<file path="src/rtl/utf8_stream_decoder_classifier_unit_assert.svh">
// Assertion macros shared by the UTF-8 decoder RTL.
`ifndef UTF8_STREAM_DECODER_CLASSIFIER_UNIT_ASSERT_SVH
`define UTF8_STREAM_DECODER_CLASSIFIER_UNIT_ASSERT_SVH

// Same-cycle implication, disabled in reset.
`define USDC_ASSERT_NOW(label, clk, rst, ante, cons) \
  label: assert property (@(posedge clk) disable iff (rst) (ante) |-> (cons)) \
    else $error("usdc assertion failed");

// Next-cycle implication, disabled in reset.
`define USDC_ASSERT_NEXT(label, clk, rst, ante, cons) \
  label: assert property (@(posedge clk) disable iff (rst) (ante) |=> (cons)) \
    else $error("usdc assertion failed");

`endif

</file>
<file path="src/rtl/usdc_pkg.sv">
`timescale 1ns / 1ps
// ----------------------------------------------------------------------------
// usdc_pkg
// Types and constants for the UTF-8 stream decoder / classifier.
// ----------------------------------------------------------------------------
package usdc_pkg;

  localparam int unsigned CP_W = 21;

  localparam logic [CP_W-1:0] SPACE_TOKEN_RST = 21'd9601;

  // minimum value per sequence length (overlong check)
  localparam logic [CP_W-1:0] MIN_2B = 21'h000080;
  localparam logic [CP_W-1:0] MIN_3B = 21'h000800;
  localparam logic [CP_W-1:0] MIN_4B = 21'h010000;

  localparam logic [CP_W-1:0] SURR_LO = 21'h00D800;
  localparam logic [CP_W-1:0] SURR_HI = 21'h00DFFF;
  localparam logic [CP_W-1:0] CP_LIMIT = 21'h110000;

  // open sequence length
  typedef enum logic [2:0] {
    SEQ_NONE = 3'd0,
    SEQ_2    = 3'd2,
    SEQ_3    = 3'd3,
    SEQ_4    = 3'd4
  } seq_len_t;

  typedef struct packed {
    logic            has_result;
    logic            have;
    logic [CP_W-1:0] cp;
    logic            invalid_seen;
    logic            stream_end;
    logic            seq_open;
  } dec_res_t;

  typedef struct packed {
    logic space;
    logic punct;
    logic cjk;
  } class_t;

endpackage

</file>
<file path="src/rtl/usdc_decode.sv">
`timescale 1ns / 1ps
// ----------------------------------------------------------------------------
// usdc_decode
// UTF-8 sequence state and one-byte decode step with validity checks.
// ----------------------------------------------------------------------------
module usdc_decode (
  input  logic                      clk,
  input  logic                      rst,
  input  logic                      step,
  input  logic [7:0]                data_byte,
  input  logic                      last_byte,
  output usdc_pkg::dec_res_t        res
);

  usdc_pkg::seq_len_t              len, len_next;
  logic [1:0]                      held, held_next;
  logic [usdc_pkg::CP_W-1:0]       pv, pv_next;
  logic                            sticky, sticky_next;

  logic                            have;
  logic [usdc_pkg::CP_W-1:0]       cp;
  logic                            consumed;
  logic                            sticky_flag;
  logic [1:0]                      held_inc;
  logic [usdc_pkg::CP_W-1:0]       pv_shift;
  logic [usdc_pkg::CP_W-1:0]       minv;
  logic                            scalar_ok;

  assign held_inc = held + 2'd1;
  assign pv_shift = {pv[usdc_pkg::CP_W-7:0], data_byte[5:0]};

  always_comb begin
    case (len)
      usdc_pkg::SEQ_2: minv = usdc_pkg::MIN_2B;
      usdc_pkg::SEQ_3: minv = usdc_pkg::MIN_3B;
      default:         minv = usdc_pkg::MIN_4B;
    endcase
  end

  assign scalar_ok = (pv_shift < usdc_pkg::SURR_LO) ||
                     ((pv_shift > usdc_pkg::SURR_HI) && (pv_shift < usdc_pkg::CP_LIMIT));

  always_comb begin
    len_next    = len;
    held_next   = held;
    pv_next     = pv;
    sticky_flag = sticky;
    have        = 1'b0;
    cp          = '0;
    consumed    = 1'b0;

    if (len != usdc_pkg::SEQ_NONE) begin
      if (data_byte[7:6] == 2'b10) begin
        consumed  = 1'b1;
        pv_next   = pv_shift;
        held_next = held_inc;
        // held count wraps to zero on the fourth byte
        if (({1'b0, held_inc} == len) || (held_inc == 2'd0)) begin
          if ((pv_shift >= minv) && scalar_ok) begin
            have = 1'b1;
            cp   = pv_shift;
          end else begin
            sticky_flag = 1'b1;
          end
          len_next  = usdc_pkg::SEQ_NONE;
          held_next = 2'd0;
          pv_next   = '0;
        end
      end else begin
        // broken sequence: drop held bytes, byte re-read as a lead
        sticky_flag = 1'b1;
        len_next    = usdc_pkg::SEQ_NONE;
        held_next   = 2'd0;
        pv_next     = '0;
      end
    end

    if (!consumed) begin
      if (data_byte[7] == 1'b0) begin
        have = 1'b1;
        cp   = {13'd0, data_byte};
      end else if (data_byte[7:5] == 3'b110) begin
        len_next  = usdc_pkg::SEQ_2;
        held_next = 2'd1;
        pv_next   = {16'd0, data_byte[4:0]};
      end else if (data_byte[7:4] == 4'b1110) begin
        len_next  = usdc_pkg::SEQ_3;
        held_next = 2'd1;
        pv_next   = {17'd0, data_byte[3:0]};
      end else if (data_byte[7:3] == 5'b11110) begin
        len_next  = usdc_pkg::SEQ_4;
        held_next = 2'd1;
        pv_next   = {18'd0, data_byte[2:0]};
      end else begin
        sticky_flag = 1'b1;
      end
    end

    // truncated at end of stream
    if (last_byte && (len_next != usdc_pkg::SEQ_NONE)) begin
      sticky_flag = 1'b1;
    end

    sticky_next = sticky_flag;
    if (last_byte) begin
      len_next    = usdc_pkg::SEQ_NONE;
      held_next   = 2'd0;
      pv_next     = '0;
      sticky_next = 1'b0;
    end
  end

  always_comb begin
    res.has_result   = have || last_byte;
    res.have         = have;
    res.cp           = cp;
    res.invalid_seen = sticky_flag;
    res.stream_end   = last_byte;
    res.seq_open     = (len != usdc_pkg::SEQ_NONE);
  end

  always_ff @(posedge clk) begin
    if (rst) begin
      len    <= usdc_pkg::SEQ_NONE;
      held   <= 2'd0;
      pv     <= '0;
      sticky <= 1'b0;
    end else if (step) begin
      len    <= len_next;
      held   <= held_next;
      pv     <= pv_next;
      sticky <= sticky_next;
    end
  end

endmodule

</file>
<file path="src/rtl/usdc_class.sv">
`timescale 1ns / 1ps
// ----------------------------------------------------------------------------
// usdc_class
// Space / punctuation / CJK ideograph classification of one code point.
// ----------------------------------------------------------------------------
module usdc_class (
  input  logic [usdc_pkg::CP_W-1:0] cp,
  input  logic                      have,
  input  logic [usdc_pkg::CP_W-1:0] blank_cp,
  output usdc_pkg::class_t          cls
);

  logic ws_hit, is_punct, is_cjk;

  assign ws_hit = ((cp >= 21'd9) && (cp <= 21'd13)) || (cp == 21'd32) ||
                  (cp == blank_cp);

  assign is_punct = ((cp >= 21'd33) && (cp <= 21'd47)) ||
                    ((cp >= 21'd58) && (cp <= 21'd64)) ||
                    ((cp >= 21'd91) && (cp <= 21'd96)) ||
                    ((cp >= 21'd123) && (cp <= 21'd126)) ||
                    (cp == 21'd171) || (cp == 21'd183) || (cp == 21'd187) ||
                    ((cp >= 21'd8208) && (cp <= 21'd8250));

  assign is_cjk = ((cp >= 21'h03400) && (cp <= 21'h04DBF)) ||
                  ((cp >= 21'h04E00) && (cp <= 21'h09FFF)) ||
                  ((cp >= 21'h0F900) && (cp <= 21'h0FAFF)) ||
                  ((cp >= 21'h20000) && (cp <= 21'h2A6DF)) ||
                  ((cp >= 21'h2A700) && (cp <= 21'h2CEAF)) ||
                  ((cp >= 21'h2F800) && (cp <= 21'h2FA1F));

  always_comb begin
    cls.space = have && ws_hit;
    cls.punct = have && is_punct;
    cls.cjk   = have && is_cjk;
  end

endmodule

</file>
<file path="src/rtl/utf8_stream_decoder_classifier_unit.sv">
`timescale 1ns / 1ps
// Input accept to result valid passes the input register, then the result register.
// Throughput: one byte word per cycle unless out_ready stalls; the decode step
//   and the classifier sit between the input register and the result register.
// Reset (rst, synchronous): no sequence open, sticky drop flag clear,
//   space token = 9601, both pipeline registers empty.
// ----------------------------------------------------------------------------
// utf8_stream_decoder_classifier_unit
// UTF-8 byte stream decoder with space / punctuation / CJK classification.
// ----------------------------------------------------------------------------
`include "utf8_stream_decoder_classifier_unit_assert.svh"

module utf8_stream_decoder_classifier_unit (
  input  logic        clk,
  input  logic        rst,
  input  logic        cfg_wr_en,
  input  logic [20:0] cfg_wr_data,
  input  logic        in_valid,
  output logic        in_ready,
  input  logic [7:0]  data_byte,
  input  logic        last_byte,
  output logic        out_valid,
  input  logic        out_ready,
  output logic [20:0] char_code,
  output logic        code_valid,
  output logic        space_flag,
  output logic        punct_flag,
  output logic        cjk_flag,
  output logic        invalid_seen,
  output logic        stream_end
);

  logic [usdc_pkg::CP_W-1:0] blank_cp;

  logic                      inq_valid;
  logic [7:0]                inq_byte;
  logic                      inq_last;

  logic                      adv;
  usdc_pkg::dec_res_t        dres;
  usdc_pkg::class_t          cls;

  always_ff @(posedge clk) begin
    if (rst) begin
      blank_cp <= usdc_pkg::SPACE_TOKEN_RST;
    end else if (cfg_wr_en) begin
      blank_cp <= cfg_wr_data;
    end
  end

  // move the held word through decode when the result slot can take it
  assign adv      = inq_valid && (!dres.has_result || !out_valid || out_ready);
  assign in_ready = !inq_valid || adv;

  always_ff @(posedge clk) begin
    if (rst) begin
      inq_valid <= 1'b0;
    end else if (in_valid && in_ready) begin
      inq_valid <= 1'b1;
    end else if (adv) begin
      inq_valid <= 1'b0;
    end
  end

  always_ff @(posedge clk) begin
    if (in_valid && in_ready) begin
      inq_byte <= data_byte;
      inq_last <= last_byte;
    end
  end

  usdc_decode u_decode (
    .clk       (clk),
    .rst       (rst),
    .step      (adv),
    .data_byte (inq_byte),
    .last_byte (inq_last),
    .res       (dres)
  );

  usdc_class u_class (
    .cp       (dres.cp),
    .have     (dres.have),
    .blank_cp (blank_cp),
    .cls      (cls)
  );

  always_ff @(posedge clk) begin
    if (rst) begin
      out_valid <= 1'b0;
    end else if (adv && dres.has_result) begin
      out_valid <= 1'b1;
    end else if (out_ready) begin
      out_valid <= 1'b0;
    end
  end

  always_ff @(posedge clk) begin
    if (adv && dres.has_result) begin
      char_code    <= dres.cp;
      code_valid   <= dres.have;
      space_flag   <= cls.space;
      punct_flag   <= cls.punct;
      cjk_flag     <= cls.cjk;
      invalid_seen <= dres.invalid_seen;
      stream_end   <= dres.stream_end;
    end
  end

  `USDC_ASSERT_NOW(a_empty_result_zero, clk, rst, out_valid && !code_valid,
    (char_code == 21'd0) && !space_flag && !punct_flag && !cjk_flag && stream_end)
  `USDC_ASSERT_NOW(a_valid_scalar, clk, rst, out_valid && code_valid,
    (char_code < usdc_pkg::CP_LIMIT) &&
    ((char_code < usdc_pkg::SURR_LO) || (char_code > usdc_pkg::SURR_HI)))
  `USDC_ASSERT_NOW(a_class_exclusive, clk, rst, out_valid, !(punct_flag && cjk_flag))
  `USDC_ASSERT_NEXT(a_end_closes_seq, clk, rst, adv && inq_last, !dres.seq_open)

endmodule
</file>
<file path="config.mk">
export PLATFORM = sky130hd
export DESIGN_NAME = utf8_stream_decoder_classifier_unit
export DESIGN_NICKNAME = d
export VERILOG_FILES = /design/src/rtl/usdc_pkg.sv /design/src/rtl/usdc_decode.sv /design/src/rtl/usdc_class.sv /design/src/rtl/utf8_stream_decoder_classifier_unit.sv
export VERILOG_INCLUDE_DIRS = /design/src /design/src/rtl
export SDC_FILE = /design/constraint.sdc
export NUM_CORES = 1
export LEC_CHECK = 0
export BUFFER_PORTS_ARGS = -buffer_cell sky130_fd_sc_hd__buf_4
export CORE_AREA = 2 2 116 118
export CTS_BUF_LIST = sky130_fd_sc_hd__clkbuf_8
export CTS_CLUSTER_DIAMETER = 100
export DETAILED_ROUTE_END_ITERATION = 8
export DIE_AREA = 0 0 118 120
export MAX_ROUTING_LAYER = met4
export PLACE_DENSITY_LB_ADDON = 0.15
export SLEW_MARGIN = 15
export SYNTH_ARGS = -nofsm -noshare
export SYNTH_HDL_FRONTEND = slang
export SYNTH_SLANG_ARGS = --single-unit
</file>
<file path="constraint.sdc">
create_clock -name clk -period 7.5 [get_ports clk]
set_input_delay 0 -clock clk [delete_from_list [all_inputs] [get_ports clk]]
set_output_delay 0 -clock clk [all_outputs]
set_load 0.02 [all_outputs]
</file>
# ---- After elaboration in Yosys (flattened, before gate mapping)
# Index checks and enable logic that the tools add are counted.
dict set report op_classes {
  order_cmp 28
  n_eq_ne 12
  n_mux 57
  addsub 1
  n_reduce_logical 49
}
# operator count
set ops {}
lappend ops {{two-way mux 21 bit} 15}
lappend ops {{equality test 21 x 8 -> 1 bit (second input constant)} 3}
lappend ops {{greater-or-equal comparator 21 x 18 -> 1 bit (second input constant)} 3}
lappend ops {{<= comparator 21 x 18 -> 1 bit (second input constant)} 3}
lappend ops {{<= comparator 21 x 7 -> 1 bit (second input constant)} 3}
lappend ops {{greater-or-equal comparator 21 x 14 -> 1 bit (second input constant)} 2}
lappend ops {{greater-or-equal comparator 21 x 6 -> 1 bit (second input constant)} 2}
lappend ops {{greater-or-equal comparator 21 x 7 -> 1 bit (second input constant)} 2}
lappend ops {{<= comparator 21 x 16 -> 1 bit (second input constant)} 2}
lappend ops {{case mux 17 bit (2 select lines)} 1}
lappend ops {{two-way mux 3 bit} 9}
lappend ops {{two-way mux 1 bit} 23}
lappend ops {{equality test 21 bit} 1}
lappend ops {{equality test 21 x 6 -> 1 bit (second input constant)} 1}
lappend ops {{greater-or-equal comparator 21 x 15 -> 1 bit (second input constant)} 1}
lappend ops {{greater-or-equal comparator 21 x 16 -> 1 bit (second input constant)} 1}
lappend ops {{greater-or-equal comparator 21 x 17 -> 1 bit} 1}
lappend ops {{greater-or-equal comparator 21 x 4 -> 1 bit (second input constant)} 1}
lappend ops {{> comparator 21 x 16 -> 1 bit (second input constant)} 1}
lappend ops {{<= comparator 21 x 14 -> 1 bit (second input constant)} 1}
lappend ops {{<= comparator 21 x 15 -> 1 bit (second input constant)} 1}
lappend ops {{<= comparator 21 x 4 -> 1 bit (second input constant)} 1}
lappend ops {{<= comparator 21 x 6 -> 1 bit (second input constant)} 1}
lappend ops {{logical AND 1 bit} 21}
lappend ops {{other kinds (15)} 47}
dict set report word_totals {
  elab_cells 163
  output_inout_bits 29
  ff_bits 86
}

# ---- Logic depth before layout (Yosys ltp)
dict set report logic_depth {
  ltp_word 20
  ltp_mapped 12
}

# ---- Cells and area by module
# A second synthesis with hierarchy kept.
dict set report hier_totals {
  cells_unflattened 413
  area_unflattened_um2 4195.3
}
# module cells_each area_each_um2 instances
set modules_own_cells {}
lappend modules_own_cells {utf8_stream_decoder_classifier_unit 116 1953.1 1}
lappend modules_own_cells {usdc_decode 167 1360.1 1}
lappend modules_own_cells {usdc_class 130 882.1 1}

# ---- Least setup slack after synthesis
# OpenSTA, ideal clock, no wires.
dict set report synth_timing {
  path_type {register to register}
  startpoint {register u_decode.len[1]}
  endpoint {register char_code[0] (enable)}
  synth_period_minus_slack_ns 3.436
  path_stages_with_launch 11
  t_arrival_ns 3.049
  slack_ns 4.064
  path_cell_list {dfxtp_1 nor2b_1 and2_1 ha_1 or4b_4 a2111oi_4 o31a_4 o311ai_4 a21boi_2 buf_4 and2_1}
}
dict set report synth_via {
  elab_chain_len 16
}
# element line_no
set synth_rtl {}
lappend synth_rtl {{start, declared} usdc_decode.sv:15} ;# usdc_pkg::seq_len_t len, len_next;
lappend synth_rtl {{start signal, assigned} usdc_decode.sv:124} ;# len <= usdc_pkg::SEQ_NONE;
lappend synth_rtl {{start signal, assigned} usdc_decode.sv:129} ;# len <= len_next;
lappend synth_rtl {{equality test 3 x 2 -> 1 bit} usdc_decode.sv:33} ;# case (len)
lappend synth_rtl {{case mux 17 bit (2 select lines)} usdc_decode.sv:33}
lappend synth_rtl {{greater-or-equal comparator 21 x 17 -> 1 bit} usdc_decode.sv:59} ;# if ((pv_shift >= minv) && scalar_ok) begin
lappend synth_rtl {{logical AND 1 bit} usdc_decode.sv:59}
lappend synth_rtl {{two-way mux 1 bit} usdc_decode.sv:59}
lappend synth_rtl {{two-way mux 1 bit} usdc_decode.sv:58} ;# if (({1'b0, held_inc} == len) || (held_inc == 2'd0)) begin
lappend synth_rtl {{two-way mux 1 bit} usdc_decode.sv:53} ;# if (data_byte[7:6] == 2'b10) begin
lappend synth_rtl {{two-way mux 1 bit} usdc_decode.sv:52} ;# if (len != usdc_pkg::SEQ_NONE) begin
lappend synth_rtl {{two-way mux 1 bit} usdc_decode.sv:79} ;# if (data_byte[7] == 1'b0) begin
lappend synth_rtl {{two-way mux 1 bit *} usdc_decode.sv:78} ;# if (!consumed) begin
lappend synth_rtl {{logical OR 1 bit *} usdc_decode.sv:114} ;# res.has_result = have || last_byte;
lappend synth_rtl {{logical NOT 1 bit} utf8_stream_decoder_classifier_unit.sv:52} ;# assign adv = inq_valid && (!dres.has_result || !out_valid || out_ready);
lappend synth_rtl {{logical OR 1 bit (2 in a row)} utf8_stream_decoder_classifier_unit.sv:52}
lappend synth_rtl {{logical AND 1 bit} utf8_stream_decoder_classifier_unit.sv:52}
lappend synth_rtl {{logical AND 1 bit *} utf8_stream_decoder_classifier_unit.sv:99} ;# if (adv && dres.has_result) begin
lappend synth_rtl {{end signal, assigned} utf8_stream_decoder_classifier_unit.sv:100} ;# char_code <= dres.cp;
lappend synth_rtl {{end, declared} utf8_stream_decoder_classifier_unit.sv:24} ;# output logic [20:0] char_code,
# Every way passes the cells marked *; elsewhere a longest branch is shown, timed or not.
# A chain may end at the register's enable or synchronous reset.

# ---- Final worst setup path
dict set report layout_timing {
  startpoint {register u_decode.len[1]}
  endpoint {register punct_flag (enable)}
}
dict set report layout_via {
  elab_chain_len 16
}
# element line_no
set layout_rtl {}
lappend layout_rtl {{equality test 3 x 2 -> 1 bit} usdc_decode.sv:33}
lappend layout_rtl {{case mux 17 bit (2 select lines)} usdc_decode.sv:33}
lappend layout_rtl {{greater-or-equal comparator 21 x 17 -> 1 bit} usdc_decode.sv:59}
lappend layout_rtl {{logical AND 1 bit} usdc_decode.sv:59}
lappend layout_rtl {{two-way mux 1 bit} usdc_decode.sv:59}
lappend layout_rtl {{two-way mux 1 bit} usdc_decode.sv:58}
lappend layout_rtl {{two-way mux 1 bit} usdc_decode.sv:53}
lappend layout_rtl {{two-way mux 1 bit} usdc_decode.sv:52}
lappend layout_rtl {{two-way mux 1 bit} usdc_decode.sv:79}
lappend layout_rtl {{two-way mux 1 bit *} usdc_decode.sv:78}
lappend layout_rtl {{logical OR 1 bit *} usdc_decode.sv:114}
lappend layout_rtl {{logical NOT 1 bit} utf8_stream_decoder_classifier_unit.sv:52}
lappend layout_rtl {{logical OR 1 bit (2 in a row)} utf8_stream_decoder_classifier_unit.sv:52}
lappend layout_rtl {{logical AND 1 bit} utf8_stream_decoder_classifier_unit.sv:52}
lappend layout_rtl {{logical AND 1 bit *} utf8_stream_decoder_classifier_unit.sv:99}
lappend layout_rtl {{end signal, assigned} utf8_stream_decoder_classifier_unit.sv:103} ;# punct_flag <= cls.punct;
lappend layout_rtl {{end, declared} utf8_stream_decoder_classifier_unit.sv:27} ;# output logic punct_flag,
# Marked as above.

==> impl_metrics.ini <==
[outcome]
status = finished, final reports clean

[timing]
timing.hold.ws_ns = 0.02786
finalSetupTns_ns = 0
clock.fmax_mhz = 255.3
clock_skew_ns = 0.008183
period_share_pct = 52.22
min_period_ns = 3.917
slew_headroom_pct = 34.71
worst_slew_pin_slew_ns = 0.9748
rsz0062_at_grt = no
maxSlewViolCount = 0
hold_viol_final = 0
setup_violations = 0

[worst_setup_path]
path_class = reg -> reg
crit_family = simple AND/OR/NAND/NOR gates
crit_path_max_fanout = 21
required_ns = 7.54
critPathArrivalTime_ns = 3.96
cp_cell_sequence = nor2b_1 -> and2_1 -> ha_1 -> or4b_4 -> a2111oi_4 -> o31a_4 -> o311ai_4 -> a21boi_2 -> and2_1 -> buf_4
path_common_cell = and2_1
crit_path_end_kind = register
startpoint_type = register
cpPeakStageDelay_ns = 0.49
slowest_stage = a21boi_2
cp.buffers_inverters = 1

[route]
first_iter_violations = 259
routed_wl_mm = 12.36
routedWlPerCell_um = 17.36
dr.pass1.iters = 4
final_antenna_net_count = 0
drt-vias-per-instance = 5.400
route.detailed.drc = 0
num_vias = 3845

[logic_synthesis]
synth_nets = 501
ys_warn_count = 0
async_flop_share_pct = 0
synth.distinct_cells = 70
syn_area_sq_um = 4464
synthCells = 462
ys_ff_latch = 80
synth-edff-count = 36
ys_seq_area_share_pct = 43.95
avgSynthCellArea_sq_um = 9.663
synth-main-ff-cell = dfxtp_1

[pwr]
seq_power_share_pct = 50.0
peakVddDrop_uv = 82.77
powerDensity_nw_per_um2 = 177.3
p_sw_mw = 0.2292
clockPowerShare_pct = 38.9
p_total_mw = 0.9842
switching_share_pct = 23.29
leakage_nw = 2.109
internal-power_mw = 0.7550
combPwrFrac_pct = 11.1

[cells_and_area]
finalNetCount = 570
syn_to_final_growth_pct = 24.33
n_fill_cell = 1305
diodes = 0
drive_gt1_share_pct = 18.47

[floorplanning]
ioPinCount = 64
start_util_pct = 34.39
die_h_um = 120
rows = 42
dieArea_sq_um = 14160
chipWidth_um = 118
coreArea_sq_um = 12980

[place]
portBuffers = 63
gp_congestion = 0.9355
dp_hpwl_mm = 8.493

[clock_network]
h-tree-depth = 3
clkLatencyLatePin_ns = 0.36
cts_made_buffers = 9
cts_tree = built
numClockSinks = 80
post-cts-setup-buffer-count = 0
cts_resized = 0
root_buffer = clkbuf_8
cts_hold_buffers = 32
cts.clk_slew.worst_paths_ns = 0.08
cts_buffer_depth = 2

[job]
cap_violations = 0

[global_route]
first_global_vias = 3761
grt_usage_pct = 18.25
gr-total-overflow = 0
antenna_found_initial = 0
grt_max_degree = 33
grt_pass1_wl_mm = 19.87

[min_path]
hold_class = in -> reg
==> cells in the mapped netlist (all sizes together) (5+ instances only) <==
| library cell | number | share of area [%] |
|---|---|---|
| a211o | 9 | 1.8 |
| a211oi | 6 | 1.0 |
| a21oi | 15 | 1.8 |
| a22o | 15 | 2.9 |
| a31oi | 8 | 1.1 |
| and2 | 16 | 2.2 |
| buf | 13 | 2.0 |
| clkbuf | 27 | 2.3 |
| dfxtp | 44 | 20 |
| edfxtp | 36 | 24 |
| inv | 16 | 1.3 |
| mux2i | 17 | 3.8 |
| nand2 | 21 | 1.8 |
| nand2b | 7 | 0.98 |
| nand3 | 7 | 0.78 |
| nand4 | 8 | 1.1 |
| nor2 | 49 | 4.1 |
| nor2b | 13 | 1.8 |
| nor3 | 19 | 2.4 |
| nor4 | 10 | 1.4 |
| o211ai | 5 | 0.84 |
| o21ai | 12 | 1.3 |
| o32ai | 7 | 1.4 |
| or3 | 7 | 0.98 |
| xnor2 | 11 | 2.2 |
| xor2 | 6 | 1.2 |
==> area by class of cell <==
cell class	instances	area, sq um	area share [%]
Clock inverter	6	101.3	1.826
Sequential cell	80	1962	35.35
Clock buffer	10	137.6	2.480
Timing Repair Buffer	98	815.8	14.70
Tap cell	176	220.2	3.968
Multi-Input combinational cell	326	2253	40.60
Inverter	16	60.06	1.082
==> state kept, by name, summed over array words and instances, names as in the netlist <==
name and count:
stream_end 1, out_valid 1, space_flag 1, inq_byte 8
u_decode.sticky 1, inq_last 1, u_decode.pv 15, code_valid 1
cjk_flag 1, inq_valid 1, char_code 21, u_decode.len 3
u_decode.held 2, blank_cp 21, invalid_seen 1, punct_flag 1
==> through the flow <==
stage / setup slack (ns) / std cells / util (%) / cell area (sq um)
4_1_cts: 3.541 / 712 / 42.76 / 5550
3_3_place_gp: 3.647 / 664 / 38.45 / 4991
5_1_grt: 3.296 / 712 / 42.76 / 5550
6_report: 3.583 / 712 / 42.76 / 5550
3_5_place_dp: 3.571 / 664 / 38.45 / 4991
2_1_floorplan: 4.064 / 462 / - / 4464
==> metal layers <==
metal / GRT usage [%] / vias up / wire length (um)
met5: - / - / 0
met1: 22.57 / 1832 / 5506
met2: 30.16 / 135 / 6001
met4: 6.777 / 0 / 197
met3: 2.994 / 14 / 653
li1: - / 1864 / -
==> final timing paths <==
| check | start | to | slack, ns | cells after the start |
|---|---|---|---|---|
| min | rst | blank_cp[4]$_SDFFE_PP0P_ | 0.03 | 2 |
| max | u_decode.len[1]$_SDFFE_PP0P_ | punct_flag$_DFFE_PP_ | 3.58 | 10 |
| max reg2reg | u_decode.len[1]$_SDFFE_PP0P_ | punct_flag$_DFFE_PP_ | 3.58 | 10 |
| min reg2reg | u_decode.sticky$_SDFFE_PP0P_ | u_decode.sticky$_SDFFE_PP0P_ | 0.50 | 2 |
==> worst register-to-register path, stage by stage (launching register included) <==
cell       delay, ns
dfxtp_1         0.41
nor2b_1         0.24
and2_1          0.16
ha_1            0.13
or4b_4          0.47
a2111oi_4       0.38
o31a_4          0.31
o311ai_4        0.16
a21boi_2        0.49
and2_1          0.48
buf_4           0.37
==> power groups by stage <==
stage	sequential [mW]	combinational [mW]	clock (mW)
3_5_place_dp	0.503	0.0962	0
3_3_place_gp	0.502	0.0953	0
5_1_grt	0.496	0.120	0.406
2_1_floorplan	0.498	0.0613	0
6_report	0.492	0.109	0.382
4_1_cts	0.493	0.110	0.389
==> cell families (layout without fill, tap and decap cells) <==
kind of cell,count (synthesis),after routing,share of synthesized area (%)
compound gates,109,109,20.43
mux,17,17,3.812
buf+inv,56,130,5.577
xor+xnor,17,17,3.335
fa+ha+maj,4,4,1.121
simple gates,179,179,21.78
flops,80,80,43.95
==> cells in the final DEF (no fill, tap or decap), types with 9 or more instances in the layout <==
| master | netlist | final |
|---|---|---|
| edfxtp_1 | 36 | 36 |
| buf_4 | 2 | 66 |
| dlygate4sd3_1 | 0 | 32 |
| nor3_1 | 18 | 18 |
| a22o_1 | 15 | 15 |
| and2_1 | 16 | 16 |
| a211o_1 | 9 | 9 |
| nor2_1 | 49 | 49 |
| mux2i_1 | 17 | 17 |
| o21ai_0 | 11 | 11 |
| inv_1 | 15 | 18 |
| nor2b_1 | 13 | 13 |
| a21oi_1 | 14 | 14 |
| nor4_1 | 10 | 10 |
| xnor2_1 | 11 | 11 |
| nand2_1 | 20 | 20 |
| dfxtp_1 | 44 | 44 |
| clkbuf_8 | 0 | 10 |
Power figures use the tool's default switching activity.
